File: config.mk
export PLATFORM = sky130hd
export DESIGN_NAME = bmf_cfg
export DESIGN_NICKNAME = d
export VERILOG_FILES = /design/src/hw/rtl/bmf_pkg.sv /design/src/hw/rtl/bmf_cfg.sv
export SDC_FILE = /design/constraint.sdc
export NUM_CORES = 1
export LEC_CHECK = 0
export CORE_ASPECT_RATIO = 2
export CORE_MARGIN = 5
export CORE_UTILIZATION = 59
export DETAILED_ROUTE_END_ITERATION = 10
export DONT_BUFFER_PORTS = 1
export PLACE_DENSITY_LB_ADDON = 0.2
export SETUP_SLACK_MARGIN = 0.2
export SYNTH_ARGS = -nofsm -noshare
export SYNTH_HDL_FRONTEND = slang
export SYNTH_SLANG_ARGS = --single-unit
export TNS_END_PERCENT = 30
File: constraint.sdc
create_clock -name clk -period 5.1 [get_ports clk]
set_clock_uncertainty 0.2 [all_clocks]
set_input_delay 0 -clock clk [delete_from_list [all_inputs] [get_ports clk]]
set_output_delay 0 -clock clk [all_outputs]
set_load 0.1 [all_outputs]
File: src/hw/rtl/bmf_pkg.sv
package bmf_pkg;

  // Width of the per-frame item counter.
  localparam int CNT_W = 21;

  // Foreground threshold, 0.5 in signed Q8.8.
  localparam logic signed [15:0] FG_LEVEL = 16'sd128;

  // Configuration register indexes.
  localparam logic [7:0] REG_MODE   = 8'd0;
  localparam logic [7:0] REG_RADIUS = 8'd1;
  localparam logic [7:0] REG_WIDTH  = 8'd2;
  localparam logic [7:0] REG_HEIGHT = 8'd3;

  typedef enum logic [2:0] {
    MODE_ERODE    = 3'd0,
    MODE_DILATE   = 3'd1,
    MODE_OPEN     = 3'd2,
    MODE_CLOSE    = 3'd3,
    MODE_GRADIENT = 3'd4
  } mode_t;

  typedef enum logic [2:0] {
    ST_IDLE,
    ST_PASS1,
    ST_WAIT1,
    ST_PASS2,
    ST_WAIT2,
    ST_FINISH
  } state_t;

  // Window scan request: start pulse and which store to scan.
  typedef struct packed {
    logic start;
    logic second;
  } win_req_t;

  // Window scan result: done pulse, OR and AND over the window.
  typedef struct packed {
    logic done;
    logic any_set;
    logic all_set;
  } win_res_t;

endpackage

File: src/hw/rtl/bmf_cfg.sv
module bmf_cfg
  import bmf_pkg::*;
#(
  parameter int  MAX_WIDTH  = 1024,
  parameter int  MAX_HEIGHT = 1024,
  parameter int  MAX_RADIUS = 7,
  localparam int XW = $clog2(MAX_WIDTH + 1),
  localparam int YW = $clog2(MAX_HEIGHT + 1),
  localparam int RW = (MAX_RADIUS < 1) ? 1 : $clog2(MAX_RADIUS + 1)
) (
  input  logic                  clk,
  input  logic                  rst,
  input  logic                  cfg_we,
  input  logic [7:0]            cfg_index,
  input  logic [10:0]           cfg_data,
  output logic                  restart,
  output logic                  busy,
  output mode_t                 eff_mode,
  output logic [RW-1:0]         eff_radius,
  output logic [XW-1:0]         eff_width,
  output logic [YW-1:0]         eff_height,
  output logic [XW+YW-1:0]      pix_total,
  output logic [RW+XW:0]        delay1
);

  localparam int NW = XW + YW;
  localparam int DW = RW + XW + 1;

  logic [2:0]  mode_raw;
  logic [2:0]  radius_raw;
  logic [10:0] width_raw;
  logic [10:0] height_raw;
  logic [1:0]  settle;

  logic [31:0] w32;
  logic [31:0] h32;
  logic [31:0] r32;

  assign restart = cfg_we && (cfg_index <= REG_HEIGHT);
  assign busy    = (settle != 2'd0);

  always_ff @(posedge clk) begin
    if (rst) begin
      mode_raw   <= 3'd0;
      radius_raw <= 3'd1;
      width_raw  <= 11'd1024;
      height_raw <= 11'd1024;
      settle     <= 2'd2;
    end else begin
      if (cfg_we) begin
        case (cfg_index)
          REG_MODE:   mode_raw   <= cfg_data[2:0];
          REG_RADIUS: radius_raw <= cfg_data[2:0];
          REG_WIDTH:  width_raw  <= cfg_data;
          REG_HEIGHT: height_raw <= cfg_data;
          default: ;
        endcase
      end
      // Effective values register first, then the products.
      if (restart) begin
        settle <= 2'd2;
      end else if (settle != 2'd0) begin
        settle <= settle - 2'd1;
      end
    end
  end

  always_comb begin
    w32 = {21'd0, width_raw};
    if (w32 == 32'd0) begin
      w32 = 32'd1;
    end else if (w32 > 32'(MAX_WIDTH)) begin
      w32 = 32'(MAX_WIDTH);
    end
    h32 = {21'd0, height_raw};
    if (h32 == 32'd0) begin
      h32 = 32'd1;
    end else if (h32 > 32'(MAX_HEIGHT)) begin
      h32 = 32'(MAX_HEIGHT);
    end
    r32 = {29'd0, radius_raw};
    if (r32 > 32'(MAX_RADIUS)) begin
      r32 = 32'(MAX_RADIUS);
    end
  end

  always_ff @(posedge clk) begin
    eff_width  <= w32[XW-1:0];
    eff_height <= h32[YW-1:0];
    eff_radius <= r32[RW-1:0];
    eff_mode   <= (mode_raw > 3'(MODE_GRADIENT)) ? MODE_ERODE : mode_t'(mode_raw);
    pix_total  <= NW'(eff_width) * NW'(eff_height);
    delay1     <= DW'(eff_radius) * DW'(eff_width) + DW'(eff_radius);
  end

endmodule

==> results of run 1 <==
-- path summary, 6_finish.rpt --
| path | startpoint | end | slack (ns) | depth (start not counted) |
|---|---|---|---|---|
| worst max-delay path | eff_height[4] | pix_total[20] | 0.12 | 16 |
| worst min-delay path | cfg_index[1] | height_raw[10] | 0.03 | 3 |
| worst max register to register | eff_height[4] | pix_total[20] | 0.12 | 16 |
| worst min register to register | radius_raw[2] | eff_radius[2] | 0.16 | 0 |
-- sequential cells by signal, indices dropped and copies added (netlist names) --
register    count
eff_radius      3
radius_raw      3
eff_height     11
delay1         15
eff_width      11
settle          2
pix_total      22
eff_mode        3
mode_raw        3
height_raw     11
width_raw      11
-- area by class of cell --
cell class | count | area [sq um] | area share, %
Inverter | 139 | 522 | 5.66
Clock inverter | 7 | 83.8 | 0.909
Sequential cell | 95 | 1980 | 21.4
Timing Repair Buffer | 78 | 661 | 7.17
Tap cell | 152 | 190 | 2.06
Multi-Input combinational cell | 603 | 5560 | 60.3
Clock buffer | 9 | 225 | 2.44
-- cells in the final DEF (no fill, tap or decap), types with 3 or more instances in the layout --
| master | n |
|---|---|
| o21ai_1 | 3 |
| o211ai_1 | 3 |
| o21ai_0 | 10 |
| ha_4 | 11 |
| dfxtp_1 | 75 |
| clkbuf_16 | 9 |
| nand3_1 | 9 |
| nor3_1 | 7 |
| fa_2 | 5 |
| mux2i_1 | 6 |
| fa_1 | 86 |
| dlygate4sd3_1 | 24 |
| nor2_1 | 25 |
| inv_6 | 3 |
| clkinv_8 | 3 |
| inv_2 | 7 |
| nand2_2 | 14 |
| nor4_1 | 3 |
| xor2_1 | 9 |
| xnor2_1 | 22 |
| nand2_1 | 114 |
| nand2b_1 | 5 |
| buf_6 | 4 |
| o21bai_1 | 3 |
| inv_1 | 132 |
| buf_4 | 50 |
| a21oi_1 | 38 |
| nor2b_1 | 18 |
| a21o_1 | 10 |
| nand3b_1 | 3 |
| and2_1 | 83 |
| dfxtp_4 | 20 |
| ha_1 | 74 |
-- through the flow --
step / area (sq um) / std cells
2_1_floorplan: 8260 / 875
3_3_place_gp: 8360 / 1022
3_5_place_dp: 8360 / 1022
4_1_cts: 9080 / 1080
5_1_grt: 9220 / 1083
6_report: 9220 / 1083
-- kinds of logic after synthesis --
kind of cell,synth area share (%)
xor+xnor,3.45
mux,0.763
fa+ha+maj,36.8
buf+inv,8.60
simple gates,19.0
compound gates,7.17
flops,24.2
-- worst reg2reg max path, stage by stage, from the launching register on --
cell	delay, ns
dfxtp_4	0.45
nand2_2	0.08
fa_1	0.46
fa_1	0.52
inv_1	0.06
fa_1	0.50
fa_1	0.52
inv_1	0.05
fa_1	0.49
inv_2	0.05
ha_4	0.23
and2_4	0.17
and3_4	0.14
a221o_1	0.37
a21o_1	0.22
a221oi_2	0.28
xnor2_1	0.10
-- what timing repair did --
action | 4_1_cts | 5_1_grt
pin swaps | 1 | 9
endpoints found under the setup margin | 5 | 10
hold buffers | 24 | 0
cloned | 0 | 0
buffers inserted | 18 | 3
endpoints found under the hold margin | 30 | 0
resized for setup | 9 | 30
-- Yosys cell counts, types with 5 or more instances --
| cell | number | area [sq um] |
|---|---|---|
| and2_1 | 84 | 526 |
| inv_1 | 139 | 522 |
| clkbuf_1 | 33 | 124 |
| o21ai_0 | 14 | 70.1 |
| dfxtp_1 | 95 | 1900 |
| nor2b_1 | 18 | 113 |
| nand3_1 | 9 | 45.0 |
| nand2_1 | 129 | 484 |
| a21o_1 | 10 | 75.1 |
| nor3_1 | 7 | 35.0 |
| mux2i_1 | 6 | 60.1 |
| a21oi_1 | 41 | 205 |
| fa_1 | 91 | 1820 |
| ha_1 | 86 | 1080 |
| xor2_1 | 9 | 78.8 |
| xnor2_1 | 22 | 193 |
| nor2_1 | 26 | 97.6 |
| nand2b_1 | 5 | 31.3 |
-- power breakdown --
part           leakage, nW  internal (mW)  switching, mW
Combinational         3.57         0.0245         0.0519
Clock                0.149          0.350          0.340
Sequential           0.780          0.738        0.00662
-- layer usage --
layer  track usage, %  vias up
li1                 -     2827
met1             24.6     2939
met2             46.9      169
met3             3.74       47
met4             10.8        0
met5                0        -
==> results_dict.tcl, run 1 <==
set metrics [dict create \
    post_synth_instance_area_sq_um 7870 \
    yosys_warning_count 0 \
    route.detailed.drc 0 \
    number_of_global_route_vias_before_repair 6496 \
    grt_first_pass_wirelength_um 30900 \
    finalWorstPathRequiredPeriod_ns 4.98 \
    relSlewSlack_pct 30.0 \
    dp_worst_setup_slack_ns 0.0628 \
    buffer_ports.inserted 0 \
    critical_path.max_stage_delay_ns 0.52 \
    irDropWorstVdd_mv 0.219 \
    cts_tree "built" \
    run_status "complete, no violations" \
    cts_htree_levels 3 \
    synth_ff_type "dfxtp_1" \
    track_usage_pct 24.2 \
    setup_viol_count_final 0 \
    setup_slack_ns 0.117 \
    critical_path_class "reg2reg" \
    grt_setup_unrepaired "yes" \
    finalHoldViolations 0 \
    clock.fmax_mhz 201 \
    crit_buf_inv 3 \
    timing.critical_path.arrival_ns 5.01 \
    area_delta_synth_final_pct 17.2 \
    cts_max_path_buffers 2 \
    clkTransAtPathRegs_ns 0.08 \
    drv_slew 0 \
    synth-seq-area-share_pct 24.2 \
    synthesis.instances 875 \
    number_of_flops_mapped_to_enable_cells_by_yosys 0 \
    worstMarginPinSlew_ns 1.05 \
    routed_wire_length_per_instance_um 17.1 \
    setup_tns_ns 0 \
    overflow 0 \
    grt_start_max_net_pins 31 \
    finalNetCount 1125 \
    power.static_leakage_nw 4.50 \
    die_area_sq_um 15900 \
    first_pass_iteration_count_of_the_detailed_router 7 \
    worstPathRequired_ns 5.13 \
    start_kind "flip-flop" \
    path_max_fanout 9 \
    drv_cap 0 \
    synthesis.area_per_instance_sq_um 8.99 \
    timing.critical_path.mode_cell "fa_1" \
    antenna_violation_net_count_after_detailed_routing 0 \
    antenna_cells_inserted 0 \
    drive_gt1_share_pct 15.8 \
    cp_cell_sequence "nand2_2 -> fa_1 -> fa_1 -> inv_1 -> fa_1 -> fa_1 -> inv_1 -> fa_1 -> inv_2 -> ha_4 -> and2_4 -> and3_4 -> a221o_1 -> a21o_1 -> a221oi_2 -> xnor2_1" \
    totalWireLength_um 18500 \
    place.detailed.hpwl_um 14300 \
    postSynth.asyncResetShare_pct 0 \
    initial_utilization_pct 60.2 \
    critPathCaptureType "flip-flop" \
    post_synth_num_cell_types 51 \
    antenna_found_initial 0 \
    numCtsBuffers 9 \
    die-width_um 91.7 \
    placement_rows 59 \
    met3RoutedLength_um 745 \
    num_vias 5982 \
    drt-met1-wl_um 6420 \
    highest-signal-layer "met4" \
    cpLargestDelayFamily "adder cells" \
    synth.ff_latch_count 95 \
    cts_root_buffer "clkbuf_16" \
    worstHoldPathType "in2reg" \
    clk_latency_worst_skew_pair_ns 0.35 \
    worst_hold_slack_ns 0.0320 \
    layout.core_utilization_pct 70.6 \
    floorplan.core_area_sq_um 13100 \
    drt-vias-per-instance 5.52 \
    ioPinCount 89 \
    filler_cell_count 975 \
    routed-wl-met2_um 10600 \
    mapped_nets 1074 \
    clock-sinks 95 \
    power_per_cell_area_nw_per_um2 164 \
    p_total_mw 1.51 \
    final_weighted_congestion_in_routability_driven_placement 0.919 \
    drtIter0Drc 282 \
    critical-path-slowest-cell "fa_1" \
    die_y_um 173 \
    finalCritPeriodShare_pct 97.7 \
]
Power figures use the tool's default switching activity.
==> inputs of run 2 (changes only) <==
HOLD_SLACK_MARGIN = 0.1   (was default)
==> results_dict.tcl, run 2 (synthesis results as in run 1) <==
set metrics [dict create \
    finalNetCount 1129 \
    first_pass_iteration_count_of_the_detailed_router 4 \
    die-width_um 91.7 \
    routed_wire_length_per_instance_um 17.1 \
    power_per_cell_area_nw_per_um2 165 \
    layout.core_utilization_pct 70.4 \
    antenna_found_initial 0 \
    overflow 0 \
    power.static_leakage_nw 4.52 \
    reg2reg_from "eff_height[4]" \
    setup_slack_ns 0.0612 \
    grt_start_max_net_pins 31 \
    timing.critical_path.from "eff_height[4]" \
    cts_max_path_buffers 2 \
    antenna_cells_inserted 0 \
    clkTransAtPathRegs_ns 0.08 \
    cts_root_buffer "clkbuf_16" \
    finalCritPeriodShare_pct 98.8 \
    r2r_slack_ns 0.06 \
    place.detailed.hpwl_um 14300 \
    cpLargestDelayFamily "adder cells" \
    number_of_flip_flops_in_the_largest_register 22 \
    irDropWorstVdd_mv 0.229 \
    layout.cells.non_filler 1087 \
    worstMarginPinSlew_ns 1.03 \
    floorplan.core_area_sq_um 13100 \
    worst_hold_slack_ns 0.156 \
    antenna_violation_net_count_after_detailed_routing 0 \
    timing.critical_path.arrival_ns 5.07 \
    run_status "complete, no violations" \
    layout_commonest_cell "inv_1" \
    grt_first_pass_wirelength_um 31200 \
    crit_buf_inv 3 \
    final_weighted_congestion_in_routability_driven_placement 0.919 \
    totalWireLength_um 18600 \
    clock-sinks 95 \
    num_vias 5940 \
    cts_htree_levels 3 \
    setup_tns_ns 0 \
    cts_tree "built" \
    drtIter0Drc 291 \
    drv_slew 0 \
    track_usage_pct 24.4 \
    numPlacedInstances 1022 \
    grt_most_used_layer "met2" \
    layout_top_registers "pix_total: 22 flops, delay1: 15 flops" \
    placement_rows 59 \
    finalHoldViolations 0 \
    worstPathRequired_ns 5.13 \
    depth_of_the_critical_timing_path_with_buffers_and_inverters_included 16 \
    filler_cell_count 978 \
    ioPinCount 89 \
    critical_path.max_stage_delay_ns 0.52 \
    area_delta_synth_final_pct 16.8 \
    setup_viol_count_final 0 \
    postPlaceCellArea_sq_um 8360 \
    path_max_fanout 9 \
    relSlewSlack_pct 31.1 \
    globalRouteMet3Util_pct 4.08 \
    regMostFlops "pix_total" \
    regToRegEndpoint "pix_total[20]" \
    layout.cells.most_common_list "inv_1 (134), nand2_1 (118), fa_1 (87)" \
    buffer_ports.inserted 0 \
    number_of_global_route_vias_before_repair 6517 \
    timing.critical_path.mode_cell "fa_1" \
    route.detailed.drc 0 \
    numCtsBuffers 9 \
    finalWorstPathRequiredPeriod_ns 5.04 \
    die_area_sq_um 15900 \
    critical-path-slowest-cell "fa_1" \
    p_total_mw 1.52 \
    initial_utilization_pct 60.2 \
    worstHoldPathType "reg2reg" \
    grt_setup_unrepaired "yes" \
    drv_cap 0 \
    die_y_um 173 \
    grtUsageMet1_pct 24.7 \
    start_kind "flip-flop" \
    critPathCaptureType "flip-flop" \
    postLayoutCellArea_sq_um 9190 \
    drt-vias-per-instance 5.46 \
    dp_worst_setup_slack_ns 0.0628 \
    clk_latency_worst_skew_pair_ns 0.35 \
    critPathCapture "pix_total[20]" \
    routing_usage_on_met2_pct 47.1 \
    drive_gt1_share_pct 14.5 \
    clock.fmax_mhz 198 \
    timing.reg2reg.worst_path_depth 16 \
    critical_path_class "reg2reg" \
    cp_cell_sequence "nand2_1 -> fa_1 -> fa_1 -> inv_1 -> fa_1 -> fa_1 -> inv_1 -> fa_1 -> inv_2 -> ha_4 -> and2_4 -> and3_4 -> a221o_1 -> a21o_1 -> a221oi_2 -> xnor2_1" \
]
[run 2: routing by layer]
layer | part of all wire [%] | up-vias
li1 | - | 2831
met1 | 35 | 2908
met2 | 57 | 158
met3 | 3.8 | 43
met4 | 3.6 | 0
met5 | 0 | -
[run 2: how the worst min path moves through the flow]
stage / to / from / depth (start not counted)
5_1_grt: height_raw[8] / cfg_data[8] / 3
2_1_floorplan: settle[1] / rst / 1
3_5_place_dp: height_raw[9] / rst / 1
3_3_place_gp: height_raw[9] / rst / 1
4_1_cts: width_raw[9] / cfg_data[9] / 3
6_report: eff_radius[2] / radius_raw[2] / 0
[run 2: power by group]
| part | leakage (nW) | internal [mW] | total [mW] | switching, mW |
|---|---|---|---|---|
| clock network | 0.149 | 0.350 | 0.693 | 0.342 |
| logic | 3.59 | 0.0247 | 0.0784 | 0.0537 |
| registers | 0.780 | 0.738 | 0.746 | 0.00741 |
| total | 4.52 | 1.11 | 1.52 | 0.404 |
[run 2: layout make-up]
type	count	area, sq um	share of cell area (%)
clock inverter	7	83.8	0.912
multi-input combinational	603	5500	59.8
clock buffer	9	225	2.45
tap	152	190	2.07
timing repair buffer	82	696	7.57
sequential	95	1980	21.5
inverter	139	522	5.68
[run 2: what timing repair did]
action                                  4_1_cts  5_1_grt
pin swaps                                     1        6
hold endpoints to repair                     31        0
hold buffers                                 29        0
endpoints found under the setup margin        5       10
gates resized for setup                       9       14
setup buffers                                18        2
[run 2: worst reg2reg max path: stages, from the launching register on]
cell      delay (ns)
dfxtp_4         0.45
nand2_1         0.10
fa_1            0.46
fa_1            0.52
inv_1           0.06
fa_1            0.50
fa_1            0.52
inv_1           0.05
fa_1            0.49
inv_2           0.05
ha_4            0.23
and2_4          0.17
and3_4          0.15
a221o_1         0.37
a21o_1          0.22
a221oi_2        0.28
xnor2_1         0.11
